## src/hdl/lsp_pkg.sv

```systemverilog
// ----------------------------------------------------------------------------
// lsp_pkg
// Shared types, widths, constants and the arctangent table for the laser
// scan to point converter.
// ----------------------------------------------------------------------------
`timescale 1ns / 1ps
`default_nettype none

package lsp_pkg;

    localparam int MAX_EXTENSIONS = 63;
    localparam int TRIG_FRAC_BITS = 15;

    localparam int RANGE_W  = 16;
    localparam int ANGLE_W  = 16;
    localparam int RAY_W    = 14;
    localparam int COORD_W  = 18;
    localparam int TRIG_W   = TRIG_FRAC_BITS + 1;
    localparam int EXT_W    = 6;
    localparam int OFF_W    = 20;
    localparam int DIST_W   = 21;
    localparam int PROD_W   = DIST_W + 1 + TRIG_W;

    localparam int CORDIC_W     = 32;
    localparam int Z_W          = 24;
    localparam int CORDIC_ITERS = 16;
    localparam int ITER_W       = 4;
    localparam int CORDIC_Q     = 30;
    localparam int TRIG_SH      = CORDIC_Q - TRIG_FRAC_BITS;
    localparam logic signed [CORDIC_W-1:0] CORDIC_GAIN = 32'sd652032874;

    localparam int Q_DEPTH = 4;
    localparam int Q_AW    = 2;

    localparam int CFG_IDX_W  = 3;
    localparam int CFG_DATA_W = 16;

    typedef enum logic [CFG_IDX_W-1:0] {
        CFG_START_ANGLE = 3'd0,
        CFG_ANGLE_STEP  = 3'd1,
        CFG_MIN_RANGE   = 3'd2,
        CFG_MAX_RANGE   = 3'd3,
        CFG_RAY_STEP    = 3'd4,
        CFG_RAY_LENGTH  = 3'd5
    } t_cfg_idx;

    typedef struct packed {
        logic [ANGLE_W-1:0] start_angle;
        logic [ANGLE_W-1:0] angle_step;
        logic [RANGE_W-1:0] min_range;
        logic [RANGE_W-1:0] max_range;
        logic [RAY_W-1:0]   ray_step;
        logic [RAY_W-1:0]   ray_length;
    } t_cfg;

    typedef struct packed {
        logic [ANGLE_W-1:0] angle;
        logic [RANGE_W-1:0] range;
    } t_beam;

    typedef struct packed {
        logic          full;
        logic          empty;
        logic [Q_AW:0] count;
    } t_q_stat;

    function automatic logic signed [Z_W-1:0] atan_lut(input logic [ITER_W-1:0] idx);
        logic signed [Z_W-1:0] v;
        unique case (idx)
            4'd0:    v = 24'sd2097152;
            4'd1:    v = 24'sd1238021;
            4'd2:    v = 24'sd654136;
            4'd3:    v = 24'sd332050;
            4'd4:    v = 24'sd166669;
            4'd5:    v = 24'sd83416;
            4'd6:    v = 24'sd41718;
            4'd7:    v = 24'sd20860;
            4'd8:    v = 24'sd10430;
            4'd9:    v = 24'sd5215;
            4'd10:   v = 24'sd2608;
            4'd11:   v = 24'sd1304;
            4'd12:   v = 24'sd652;
            4'd13:   v = 24'sd326;
            4'd14:   v = 24'sd163;
            default: v = 24'sd81;
        endcase
        return v;
    endfunction

endpackage

`default_nettype wire

```

## src/hdl/lsp_front.sv

```systemverilog
// ----------------------------------------------------------------------------
// lsp_front
// Intake side: tracks the beam angle, checks the range window and queues
// in-window beams for the back end.
// ----------------------------------------------------------------------------
`timescale 1ns / 1ps
`default_nettype none

module lsp_front (
    input  wire logic                         i_clk,
    input  wire logic                         i_rst_n,
    input  wire lsp_pkg::t_cfg                i_cfg,
    input  wire logic                         i_s_axis_tvalid,
    output logic                              o_s_axis_tready,
    input  wire logic [lsp_pkg::RANGE_W-1:0]  i_s_axis_tdata,  // [15:0] range_mm
    input  wire logic                         i_s_axis_tuser,  // [0] scan_start
    input  wire lsp_pkg::t_q_stat             i_q_stat,
    output logic                              o_push,
    output lsp_pkg::t_beam                    o_push_data,
    output logic [lsp_pkg::ANGLE_W-1:0]       o_angle
);
    import lsp_pkg::*;

    logic [ANGLE_W-1:0] r_angle;
    logic [ANGLE_W-1:0] n_angle;
    logic               w_acc;
    logic               w_in_win;

    assign o_s_axis_tready = !i_q_stat.full;
    assign w_acc           = i_s_axis_tvalid && o_s_axis_tready;
    assign n_angle         = i_s_axis_tuser ? i_cfg.start_angle
                                            : r_angle + i_cfg.angle_step;
    assign w_in_win        = (i_s_axis_tdata > i_cfg.min_range) &&
                             (i_s_axis_tdata < i_cfg.max_range);

    always_ff @(posedge i_clk) begin
        if (!i_rst_n) begin
            r_angle <= '0;
        end else if (w_acc) begin
            r_angle <= n_angle;
        end
    end

    assign o_push            = w_acc && w_in_win;
    assign o_push_data.angle = n_angle;
    assign o_push_data.range = i_s_axis_tdata;
    assign o_angle           = r_angle;

endmodule

`default_nettype wire

```

## src/hdl/lsp_queue.sv

```systemverilog
// ----------------------------------------------------------------------------
// lsp_queue
// Short first-in first-out buffer of beams between intake and back end.
// ----------------------------------------------------------------------------
`timescale 1ns / 1ps
`default_nettype none

module lsp_queue (
    input  wire logic             i_clk,
    input  wire logic             i_rst_n,
    input  wire logic             i_push,
    input  wire lsp_pkg::t_beam   i_push_data,
    input  wire logic             i_pop,
    output lsp_pkg::t_beam        o_pop_data,
    output lsp_pkg::t_q_stat      o_stat
);
    import lsp_pkg::*;

    t_beam           r_mem [Q_DEPTH];
    logic [Q_AW-1:0] r_wptr;
    logic [Q_AW-1:0] r_rptr;
    logic [Q_AW:0]   r_count;
    logic            w_push;
    logic            w_pop;

    assign o_stat.full  = (r_count == (Q_AW+1)'(Q_DEPTH));
    assign o_stat.empty = (r_count == '0);
    assign o_stat.count = r_count;
    assign w_push       = i_push && !o_stat.full;
    assign w_pop        = i_pop && !o_stat.empty;
    assign o_pop_data   = r_mem[r_rptr];

    always_ff @(posedge i_clk) begin
        if (w_push) begin
            r_mem[r_wptr] <= i_push_data;
        end
    end

    always_ff @(posedge i_clk) begin
        if (!i_rst_n) begin
            r_wptr  <= '0;
            r_rptr  <= '0;
            r_count <= '0;
        end else begin
            if (w_push) begin
                r_wptr <= r_wptr + 1'b1;
            end
            if (w_pop) begin
                r_rptr <= r_rptr + 1'b1;
            end
            if (w_push && !w_pop) begin
                r_count <= r_count + 1'b1;
            end else if (w_pop && !w_push) begin
                r_count <= r_count - 1'b1;
            end
        end
    end

endmodule

`default_nettype wire

```

## src/hdl/lsp_back.sv

```systemverilog
// ----------------------------------------------------------------------------
// lsp_back
// Back end: iterative CORDIC for the beam angle, then emits the hit point
// and its ray extensions through a multiply stage and an output register.
// ----------------------------------------------------------------------------
`timescale 1ns / 1ps
`default_nettype none

module lsp_back (
    input  wire logic                          i_clk,
    input  wire logic                          i_rst_n,
    input  wire lsp_pkg::t_cfg                 i_cfg,
    input  wire lsp_pkg::t_q_stat              i_q_stat,
    input  wire lsp_pkg::t_beam                i_beam,
    output logic                               o_pop,
    output logic                               o_m_axis_tvalid,
    input  wire logic                          i_m_axis_tready,
    output logic [2*lsp_pkg::COORD_W+3:0]      o_m_axis_tdata,  // [17:0] x_mm, [35:18] y_mm
    output logic                               o_m_axis_tuser,  // [0] is_extension
    output logic                               o_m_axis_tlast   // last_of_beam
);
    import lsp_pkg::*;

    typedef enum logic [3:0] {
        S_IDLE = 4'b0001,
        S_ROT  = 4'b0010,
        S_FIN  = 4'b0100,
        S_EMIT = 4'b1000
    } t_state;

    localparam logic signed [CORDIC_W:0] TRIG_RND = (CORDIC_W+1)'(2**(TRIG_SH-1));
    localparam logic signed [CORDIC_W:0] TRIG_HI  = (CORDIC_W+1)'(2**TRIG_FRAC_BITS - 1);
    localparam logic signed [CORDIC_W:0] TRIG_LO  = -TRIG_HI - 1;
    localparam logic signed [PROD_W:0]   CRD_RND  = (PROD_W+1)'(2**(TRIG_FRAC_BITS-1));
    localparam logic signed [PROD_W:0]   CRD_HI   = (PROD_W+1)'(2**(COORD_W-1) - 1);
    localparam logic signed [PROD_W:0]   CRD_LO   = -CRD_HI - 1;

    function automatic logic signed [TRIG_W-1:0] round_trig(
        input logic signed [CORDIC_W-1:0] v
    );
        logic signed [CORDIC_W:0] s;
        logic signed [CORDIC_W:0] r;
        s = (CORDIC_W+1)'(v) + TRIG_RND;
        r = s >>> TRIG_SH;
        if (r > TRIG_HI) begin
            r = TRIG_HI;
        end else if (r < TRIG_LO) begin
            r = TRIG_LO;
        end
        return r[TRIG_W-1:0];
    endfunction

    function automatic logic [COORD_W-1:0] to_coord(input logic signed [PROD_W-1:0] p);
        logic signed [PROD_W:0] s;
        logic signed [PROD_W:0] r;
        s = (PROD_W+1)'(p) + CRD_RND;
        r = s >>> TRIG_FRAC_BITS;
        if (r > CRD_HI) begin
            r = CRD_HI;
        end else if (r < CRD_LO) begin
            r = CRD_LO;
        end
        return r[COORD_W-1:0];
    endfunction

    t_state                    r_state;
    logic [ITER_W-1:0]         r_iter;
    logic [1:0]                r_quad;
    logic signed [CORDIC_W-1:0] r_x;
    logic signed [CORDIC_W-1:0] r_y;
    logic signed [Z_W-1:0]     r_z;
    logic [RANGE_W-1:0]        r_range;
    logic signed [TRIG_W-1:0]  r_cos;
    logic signed [TRIG_W-1:0]  r_sin;
    logic [EXT_W-1:0]          r_k;
    logic [OFF_W-1:0]          r_off;

    logic                      r_mv;
    logic signed [PROD_W-1:0]  r_px;
    logic signed [PROD_W-1:0]  r_py;
    logic                      r_m_ext;
    logic                      r_m_last;

    logic [ANGLE_W-1:0]        w_a;
    logic signed [CORDIC_W-1:0] w_dx;
    logic signed [CORDIC_W-1:0] w_dy;
    logic signed [Z_W-1:0]     w_atan;
    logic signed [CORDIC_W-1:0] w_qx;
    logic signed [CORDIC_W-1:0] w_qy;
    logic                      w_ov_free;
    logic                      w_mv_go;
    logic                      w_issue;
    logic [DIST_W-1:0]         w_dist;
    logic [OFF_W:0]            w_next_off;
    logic                      w_last;
    logic signed [PROD_W-1:0]  w_mul_a;
    logic signed [PROD_W-1:0]  w_mul_c;
    logic signed [PROD_W-1:0]  w_mul_s;

    assign o_pop  = (r_state == S_IDLE) && !i_q_stat.empty;
    assign w_a    = i_beam.angle + ANGLE_W'(2**(ANGLE_W-3));
    assign w_dx   = r_y >>> r_iter;
    assign w_dy   = r_x >>> r_iter;
    assign w_atan = atan_lut(r_iter);

    always_comb begin
        unique case (r_quad)
            2'd1: begin
                w_qx = -r_y;
                w_qy = r_x;
            end
            2'd2: begin
                w_qx = -r_x;
                w_qy = -r_y;
            end
            2'd3: begin
                w_qx = r_y;
                w_qy = -r_x;
            end
            default: begin
                w_qx = r_x;
                w_qy = r_y;
            end
        endcase
    end

    assign w_ov_free  = !o_m_axis_tvalid || i_m_axis_tready;
    assign w_mv_go    = r_mv && w_ov_free;
    assign w_issue    = (r_state == S_EMIT) && (!r_mv || w_ov_free);
    assign w_dist     = DIST_W'(r_range) + DIST_W'(r_off);
    assign w_next_off = (OFF_W+1)'(r_off) + (OFF_W+1)'(i_cfg.ray_step);
    assign w_last     = !((r_k < EXT_W'(MAX_EXTENSIONS)) &&
                          (w_next_off < (OFF_W+1)'(i_cfg.ray_length)));
    assign w_mul_a    = PROD_W'(signed'({1'b0, w_dist}));
    assign w_mul_c    = PROD_W'(r_cos);
    assign w_mul_s    = PROD_W'(r_sin);

    always_ff @(posedge i_clk) begin
        if (!i_rst_n) begin
            r_state <= S_IDLE;
        end else begin
            unique case (r_state)
                S_IDLE: begin
                    if (o_pop) begin
                        r_state <= S_ROT;
                    end
                end
                S_ROT: begin
                    if (r_iter == ITER_W'(CORDIC_ITERS - 1)) begin
                        r_state <= S_FIN;
                    end
                end
                S_FIN: begin
                    r_state <= S_EMIT;
                end
                S_EMIT: begin
                    if (w_issue && w_last) begin
                        r_state <= S_IDLE;
                    end
                end
                default: begin
                    r_state <= S_IDLE;
                end
            endcase
        end
    end

    always_ff @(posedge i_clk) begin
        if (o_pop) begin
            r_quad  <= w_a[ANGLE_W-1 -: 2];
            r_z     <= Z_W'(signed'({~w_a[ANGLE_W-3], w_a[ANGLE_W-4:0], 8'b0}));
            r_x     <= CORDIC_GAIN;
            r_y     <= '0;
            r_iter  <= '0;
            r_range <= i_beam.range;
        end else if (r_state == S_ROT) begin
            if (!r_z[Z_W-1]) begin
                r_x <= r_x - w_dx;
                r_y <= r_y + w_dy;
                r_z <= r_z - w_atan;
            end else begin
                r_x <= r_x + w_dx;
                r_y <= r_y - w_dy;
                r_z <= r_z + w_atan;
            end
            r_iter <= r_iter + 1'b1;
        end
        if (r_state == S_FIN) begin
            r_cos <= round_trig(w_qx);
            r_sin <= round_trig(w_qy);
            r_k   <= '0;
            r_off <= '0;
        end else if (w_issue && !w_last) begin
            r_k   <= r_k + 1'b1;
            r_off <= w_next_off[OFF_W-1:0];
        end
    end

    always_ff @(posedge i_clk) begin
        if (w_issue) begin
            r_px     <= w_mul_a * w_mul_c;
            r_py     <= w_mul_a * w_mul_s;
            r_m_ext  <= (r_k != '0);
            r_m_last <= w_last;
        end
        if (w_mv_go) begin
            o_m_axis_tdata <= {4'b0, to_coord(r_py), to_coord(r_px)};
            o_m_axis_tuser <= r_m_ext;
            o_m_axis_tlast <= r_m_last;
        end
    end

    always_ff @(posedge i_clk) begin
        if (!i_rst_n) begin
            r_mv            <= 1'b0;
            o_m_axis_tvalid <= 1'b0;
        end else begin
            if (w_issue) begin
                r_mv <= 1'b1;
            end else if (w_mv_go) begin
                r_mv <= 1'b0;
            end
            if (w_mv_go) begin
                o_m_axis_tvalid <= 1'b1;
            end else if (i_m_axis_tready) begin
                o_m_axis_tvalid <= 1'b0;
            end
        end
    end

endmodule

`default_nettype wire

```

## src/hdl/laser_scan_to_points_raycast_core.sv

```systemverilog
// ----------------------------------------------------------------------------
// laser_scan_to_points_raycast_core
// Converts laser range samples to Cartesian points, with raycast extension
// points beyond each hit.
// ----------------------------------------------------------------------------
// Path: an in-window beam is queued, popped while the back end is idle, rotated by
//   the 16-step CORDIC, rounded, then registered in the multiply stage and the output
//   register. Points leave one per cycle while the output is not stalled; out-of-window
//   beams are taken one per cycle while the 4-entry beam queue has room.
// Reset (synchronous, active low): angle, queue and pipeline clear; registers
//   take their defaults (max_range 65535, ray_step 50, all others 0).
`timescale 1ns / 1ps
`default_nettype none

module laser_scan_to_points_raycast_core (
    input  wire logic                             i_clk,
    input  wire logic                             i_rst_n,
    input  wire logic                             i_s_axis_tvalid,
    output logic                                  o_s_axis_tready,
    input  wire logic [15:0]                      i_s_axis_tdata,  // [15:0] range_mm
    input  wire logic                             i_s_axis_tuser,  // [0] scan_start
    output logic                                  o_m_axis_tvalid,
    input  wire logic                             i_m_axis_tready,
    output logic [39:0]                           o_m_axis_tdata,  // [17:0] x_mm, [35:18] y_mm
    output logic                                  o_m_axis_tuser,  // [0] is_extension
    output logic                                  o_m_axis_tlast,  // last_of_beam
    input  wire logic                             i_cfg_valid,
    output logic                                  o_cfg_ready,
    input  wire logic [lsp_pkg::CFG_IDX_W-1:0]    i_cfg_index,
    input  wire logic [lsp_pkg::CFG_DATA_W-1:0]   i_cfg_data
);
    import lsp_pkg::*;

    t_cfg                r_cfg;
    t_q_stat             w_qstat;
    t_beam               w_push_data;
    t_beam               w_pop_data;
    logic                w_push;
    logic                w_pop;
    logic [ANGLE_W-1:0]  w_angle;
    logic                w_s_acc;

    assign o_cfg_ready = 1'b1;
    assign w_s_acc     = i_s_axis_tvalid && o_s_axis_tready;

    always_ff @(posedge i_clk) begin
        if (!i_rst_n) begin
            r_cfg.start_angle <= '0;
            r_cfg.angle_step  <= '0;
            r_cfg.min_range   <= '0;
            r_cfg.max_range   <= 16'hFFFF;
            r_cfg.ray_step    <= RAY_W'(50);
            r_cfg.ray_length  <= '0;
        end else if (i_cfg_valid && o_cfg_ready) begin
            unique case (t_cfg_idx'(i_cfg_index))
                CFG_START_ANGLE: r_cfg.start_angle <= i_cfg_data;
                CFG_ANGLE_STEP:  r_cfg.angle_step  <= i_cfg_data;
                CFG_MIN_RANGE:   r_cfg.min_range   <= i_cfg_data;
                CFG_MAX_RANGE:   r_cfg.max_range   <= i_cfg_data;
                CFG_RAY_STEP:    r_cfg.ray_step    <= i_cfg_data[RAY_W-1:0];
                CFG_RAY_LENGTH:  r_cfg.ray_length  <= i_cfg_data[RAY_W-1:0];
                default: begin
                end
            endcase
        end
    end

    lsp_front u_front (
        .i_clk           (i_clk),
        .i_rst_n         (i_rst_n),
        .i_cfg           (r_cfg),
        .i_s_axis_tvalid (i_s_axis_tvalid),
        .o_s_axis_tready (o_s_axis_tready),
        .i_s_axis_tdata  (i_s_axis_tdata),
        .i_s_axis_tuser  (i_s_axis_tuser),
        .i_q_stat        (w_qstat),
        .o_push          (w_push),
        .o_push_data     (w_push_data),
        .o_angle         (w_angle)
    );

    lsp_queue u_queue (
        .i_clk       (i_clk),
        .i_rst_n     (i_rst_n),
        .i_push      (w_push),
        .i_push_data (w_push_data),
        .i_pop       (w_pop),
        .o_pop_data  (w_pop_data),
        .o_stat      (w_qstat)
    );

    lsp_back u_back (
        .i_clk           (i_clk),
        .i_rst_n         (i_rst_n),
        .i_cfg           (r_cfg),
        .i_q_stat        (w_qstat),
        .i_beam          (w_pop_data),
        .o_pop           (w_pop),
        .o_m_axis_tvalid (o_m_axis_tvalid),
        .i_m_axis_tready (i_m_axis_tready),
        .o_m_axis_tdata  (o_m_axis_tdata),
        .o_m_axis_tuser  (o_m_axis_tuser),
        .o_m_axis_tlast  (o_m_axis_tlast)
    );

    a_angle_load: assert property (@(posedge i_clk) disable iff (!i_rst_n)
        (w_s_acc && i_s_axis_tuser) |=> (w_angle == $past(r_cfg.start_angle)))
        else $error("beam angle not loaded on scan start");

    a_queue_bound: assert property (@(posedge i_clk) disable iff (!i_rst_n)
        w_qstat.count <= (Q_AW+1)'(Q_DEPTH))
        else $error("beam queue count beyond depth");

    a_drop_no_grow: assert property (@(posedge i_clk) disable iff (!i_rst_n)
        (w_s_acc && !w_push) |=> (w_qstat.count <= $past(w_qstat.count)))
        else $error("out-of-window beam entered the queue");

endmodule

`default_nettype wire

```

## config.mk

```make
export PLATFORM = sky130hd
export DESIGN_NAME = laser_scan_to_points_raycast_core
export DESIGN_NICKNAME = d
export VERILOG_FILES = /design/src/hdl/lsp_pkg.sv /design/src/hdl/lsp_front.sv /design/src/hdl/lsp_queue.sv /design/src/hdl/lsp_back.sv /design/src/hdl/laser_scan_to_points_raycast_core.sv
export SDC_FILE = /design/constraint.sdc
export NUM_CORES = 2
export LEC_CHECK = 0
export BUFFER_PORTS_ARGS = -buffer_cell sky130_fd_sc_hd__buf_2
export CORE_ASPECT_RATIO = 0.75
export CORE_MARGIN = 1
export CORE_UTILIZATION = 30
export DETAILED_ROUTE_END_ITERATION = 10
export GPL_TIMING_DRIVEN = 0
export MAX_ROUTING_LAYER = met4
export PLACE_DENSITY = 0.56
export SYNTH_ARGS = -nofsm -noshare
export SYNTH_HDL_FRONTEND = slang
export SYNTH_SLANG_ARGS = --single-unit
```

## constraint.sdc

```tcl
create_clock -name i_clk -period 10.5 [get_ports i_clk]
set_input_delay 2.1 -clock i_clk [delete_from_list [all_inputs] [get_ports i_clk]]
set_output_delay 2.1 -clock i_clk [all_outputs]
set_load 0.01 [all_outputs]
```

Yosys cells after proc, flatten, opt, wreduce, memory -nomap -nowiden
Memory sizes are Yosys's and may differ from the RTL's. A register that Yosys moved wholly into a read port is not among the register bits.
Index checks and enable logic that the tools add are counted.
Widths: inputs -> output; s select.
Word-level totals
  bits in registers: 405
  RAM bits: 128
  ROM bits: 352
  input port bits: 41
  memories kept: 2
Operators by class
  $add $sub $neg: 22
  multiply operators: 2
  order comparisons: 12
  eq/ne operators: 17
  shift operators: 2
  muxes and demuxes: 28
  bitwise operators: 1
  reductions and logical operators: 36
Memories
  (no name shown): words 16, bits a word 22, rd ports 1, clocked after Yosys merged registers in 1, write ports 0, line lsp_pkg.sv:69  | unique case (idx)
  u_queue.r_mem: words 4, bits a word 32, rd ports 1, clocked after Yosys merged registers in 1, write ports 1, line lsp_queue.sv:19  | t_beam r_mem [Q_DEPTH];
Operators with widths (count)
  $pmux 32 s3: 2
  $add 38x16->39 const B: 2
  $mul 22x16->38: 2
  $mux 24: 3
  $add 32x16->33 const B: 2
  $add 32x32->32: 2
  $mux 32: 2
  $neg 32->32: 2
  $sshr 32x4->32: 2
  $sub 32x32->32: 2
  $gt 24x18->1 const B: 2
  $lt 24x18->1 const B: 2
  $mux 16: 3
  $gt 18x16->1 const B: 2
  $lt 18x16->1 const B: 2
  $mux 18: 2
  $add 24x24->24: 1
  $sub 24x24->24: 1
  $add 16x20->21: 1
  $add 20x14->21: 1
  $lt 21x14->1: 1
  $mux 4: 5
  $add 16x14->16 const B: 1
  $add 16x16->16: 1
  32 further kinds: 74

Longest topological paths before layout
  depth in word-level cells: 9
  gate-level depth with buffers: 39
  depth with buffers taken out: 38

Hierarchy
Synthesis repeated with hierarchy kept, for this count alone.
Unflattened totals
  cells, all modules: 6174
  area, all modules: 57263.7 µm²
By module, submodules not included
  lsp_back: times used 1, cells an instance 5284, area an instance 46076.7 µm²
  lsp_queue: times used 1, cells an instance 215, area an instance 5147.4 µm²
  laser_scan_to_points_raycast_core: times used 1, cells an instance 341, area an instance 3525.9 µm²
  lsp_front: times used 1, cells an instance 334, area an instance 2513.7 µm²

Least setup slack after synthesis
Ideal clock, no wire load.
  path kind: reg-to-reg
  from: register u_back.r_off[0]
  to: register u_back.r_py[36] (data pin)
  arrival: 8.204 ns
  data required time: 10.242 ns
  path slack: 2.039 ns
  stages on the path, launching flop included: 36
  path buffers: 1
  cells stage by stage: dfxtp_1 ha_1 inv_1 fa_1 nor2b_1 o21ai_0 a21boi_0 o21ai_0 a21boi_0 o21ai_0 a31o_2 o21ai_0 mux2i_1 nand2_1 clkbuf_1 and2_1 fa_1 inv_1 fa_1 inv_1 fa_1 fa_1 fa_1 inv_1 fa_1 inv_1 ha_1 a21o_1 or3_1 o221ai_1 o2bb2ai_1 a21oi_1 a21oi_1 a211o_1 a21oi_1 xnor2_1
On the way
  cells in the longest elaborated chain, start to end: 2
Ends and longest elaborated chain
  start: declaration: line lsp_back.sv:76  | logic [OFF_W-1:0] r_off;
  start signal: assignment: line lsp_back.sv:195  | r_off <= w_next_off[OFF_W-1:0];
  $add 16x20->21: line lsp_back.sv:130  | assign w_dist = DIST_W'(r_range) + DIST_W'(r_off);
  $mul 22x16->38: line lsp_back.sv:202  | r_py <= w_mul_a * w_mul_s;
  end signal: assignment: line lsp_back.sv:202
  end: declaration: line lsp_back.sv:80  | logic signed [PROD_W-1:0] r_py;
No other way between the ends.
A chain may end at the register's enable or synchronous reset.

Worst setup path after layout
  from: register u_back.r_off[0]
  to: register u_back.r_px[37] (data pin)
On the way
  cells in the longest elaborated chain, start to end: 2
Ends and longest elaborated chain
  $add 16x20->21: line lsp_back.sv:130
  $mul 22x16->38: line lsp_back.sv:201  | r_px <= w_mul_a * w_mul_c;
  end signal: assignment: line lsp_back.sv:201
  end: declaration: line lsp_back.sv:79  | logic signed [PROD_W-1:0] r_px;
No other way between the ends.

==> metrics.md <==
| Metric | Value |
|---|---|
| Final ANT Viol Nets | 0 |
| Fin. Hold Viols | 0 |
| Max Slew Vio Count | 0 |
| CTS Buf Count | 57 |
| Post-Syn Area | 56300 um^2 |
| # fillers | 19300 |
| Seq cells post-synth | 529 |
| Final period util | 94.0% |
| IO Count | 86 |
| Num Clock Sinks | 529 |
| Grt ovf | 0 |
| CP Launch Type | flip-flop |
| Non-Filler Instances | 8843 |
| Total track usage | 20.1% |
| Ys async rst share | 0% |
| Initial antenna violation count | 7 |
| Tmin final | 9.87 ns |
| H-tree levels | 2 |
| Layout area overhead | 10.4% |
| Status | completed |
| Worst-path clk slew | 0.07 ns |
| DIE WIDTH | 502 um |
| CP endpoint kind | flip-flop |
| Yosys warns | 0 |
| RSZ-0062 raised after global routing | no |
| Sequential fraction of the synthesis area | 23.8% |
| CP max FO | 10 |
| Synth top area share | 19.0% |
| Placed cells | 8732 |
| # port buffers | 78 |
| Max Cap Viol | 0 |
| Ys flop type | edfxtp_1 |
| First-pass GRT wire length | 282000 um |
| Fin Hold WS | 0.412 ns |
| HP Class | reg2reg |
| Drt first pass iters | 5 |
| Largest cells by area after synthesis | fa_1, edfxtp_1, ha_1 |
| Setup-failing EPs final | 0 |
| Share of layout cells above drive strength 1 | 7.54% |
| Worst slew margin | 17.1% |
| Detailed Route Iter0 Violations | 4038 |
| Routed WL | 187000 um |
| Skew-Pair Late Insertion Delay | 0.71 ns |
| Post-layout util | 33.4% |
| Number of global-route vias before repair | 45000 |
| Worst EP arrival | 10.29 ns |
| Core area | 186000 um^2 |
| TritonCTS clock tree | built |
| Hold-fix buffers, CTS | 0 |
| Critical Path RT | 10.92 ns |
| Die H | 377 um |
| Synth unique cells | 103 |
| Largest net degree at the start of global routing | 33 |
| # rows | 137 |
| GP Congestion | 0.948 |
| Post-synth EDFFs | 282 |
| DR WL/cell | 21.1 um |
| CTS root buf | clkbuf_16 |
| CP max-delay cell | fa_1 |
| Clock Tree Buf Depth | 3 |
| Area leader, netlist | fa_1 |
| CP peak stage delay | 0.58 ns |
| Via/cell ratio | 5.13 |
| Fin nets | 7319 |
| Post-DP HPWL | 149000 um |
| Synthesized netlist cell count | 6143 |
| Top cell by count, worst path | fa_1 |
| Vias | 45400 |
| Max Freq | 0.101 GHz |
| Die area | 189000 um^2 |
| DRC violations left | 0 |
| Critical path class | reg2reg |
| Initial core utilization | 30.2% |
| Syn_area_per_cell | 9.16 um^2 |
| Slew of the pin with the lowest slew margin | 1.24 ns |
| Clock Skew | 0.0989 ns |
## layer usage
layer	GRT usage, %	up-vias	wire length [um]
met3	2.91	244	13800
met5	-	-	0
met2	28.9	1735	77800
met4	4.69	0	4660
met1	29.4	22600	90700
li1	-	20800	-
## area by class of cell
cell class,count,area (um^2),share of cell area [%]
multi-input cells,4494,38700,62.3
plain buffers,334,1380,2.22
inverters,789,2960,4.77
repair buffers,86,513,0.825
clock buffers,66,1510,2.43
diodes,2,5.00,0.00805
clock inverters,41,531,0.854
flip-flops and latches,529,13400,21.6
well taps,2502,3130,5.04
## critical path, delay by kind of cell, from the launching register on
family / cells / cell delay [ns]
buffers and inverters: 5 / 0.64
AOI/OAI and AO/OA: 13 / 3.29
adders and majority gates: 9 / 4.13
xor gates and xnor gates: 2 / 0.67
DFF: 1 / 0.39
and+or+nand+nor: 3 / 0.47
## cell usage in the layout (no fill, tap or decap), drive strengths merged, types with 29 or more instances in the layout
cell type,instances
a21oi,239
mux4,77
nor2b,57
nand4,37
inv,791
nor3,71
buf,148
nand2,763
o211ai,40
mux2,39
a21o,68
o21a,32
xnor2,192
nor2,277
nand3,112
mux2i,102
and2,356
and3,35
clkbuf,338
a21boi,90
fa,533
ha,454
a31oi,47
dfxtp,247
or3,29
nand2b,53
xor2,161
o21ai,316
edfxtp,282
## stage by stage
stage,setup WS (ns),TNS [ns],area (um^2)
6_report,0.634,0,62100
5_1_grt,0.00801,0,62100
4_1_cts,0.0840,0,62000
3_5_place_dp,0.0563,0,60000
3_3_place_gp,-0.00257,-0.00257,59800
2_1_floorplan,2.04,0,56300
## registers in the layout, summed over array words and instances, names as in the netlist, 24 cells and up, named ones only
name / flops
u_queue.r_mem: 128
u_back.o_m_axis_tdata: 36
u_back.r_px: 24
u_back.r_x: 32
u_back.r_z: 24
u_back.r_py: 24
r_cfg: 92
u_back.r_y: 32
## final timing paths
kind / end / slack [ns] / from / cells past startpoint
hold / removal: u_back.o_m_axis_tlast / 0.41 / u_back.r_m_last / 0
setup / recovery: u_back.r_px[37] / 0.63 / u_back.r_off[0] / 32
hold reg to reg: u_back.o_m_axis_tlast / 0.41 / u_back.r_m_last / 0
setup reg to reg: u_back.r_px[37] / 0.63 / u_back.r_off[0] / 32
## synthesized netlist by cell type (all sizes together), types with 9 or more instances
cell / instances
a211o: 13
a211oi: 25
a21boi: 90
a21o: 68
a21oi: 239
a22oi: 9
a31o: 13
a31oi: 47
and2: 356
and3: 35
buf: 62
clkbuf: 272
dfxtp: 247
edfxtp: 282
fa: 533
ha: 454
inv: 787
mux2: 39
mux2i: 102
mux4: 77
nand2: 763
nand2b: 53
nand3: 112
nand4: 37
nor2: 277
nor2b: 57
nor3: 71
nor3b: 17
nor4: 20
o211ai: 40
o21a: 32
o21ai: 316
o21bai: 21
o22ai: 12
o31ai: 27
o41ai: 12
or2: 21
or3: 29
xnor2: 192
xor2: 161
## cell families (layout without fill, tap and decap cells)
kind of cell / after synthesis / after routing / share of synthesized area [%]
xor gates and xnor gates: 353 / 353 / 5.49
DFF: 529 / 529 / 23.8
buffers and inverters: 1123 / 1316 / 7.67
AOI/OAI and AO/OA: 1050 / 1050 / 12.0
other: 2 / 7 / 0.0133
adders and majority gates: 989 / 989 / 29.1
and+or+nand+nor: 1879 / 1879 / 16.2
muxes: 218 / 218 / 5.67
## timing repair
| action | 4_1_cts | 5_1_grt |
|---|---|---|
| resized for setup | 2 | 51 |
| endpoints found under the setup margin | 3 | 19 |
| setup buffers | 0 | 2 |
Power is left out: the tool's default activity adds up to more than one toggle a clock period on the data nets, which glitch-free logic cannot reach.
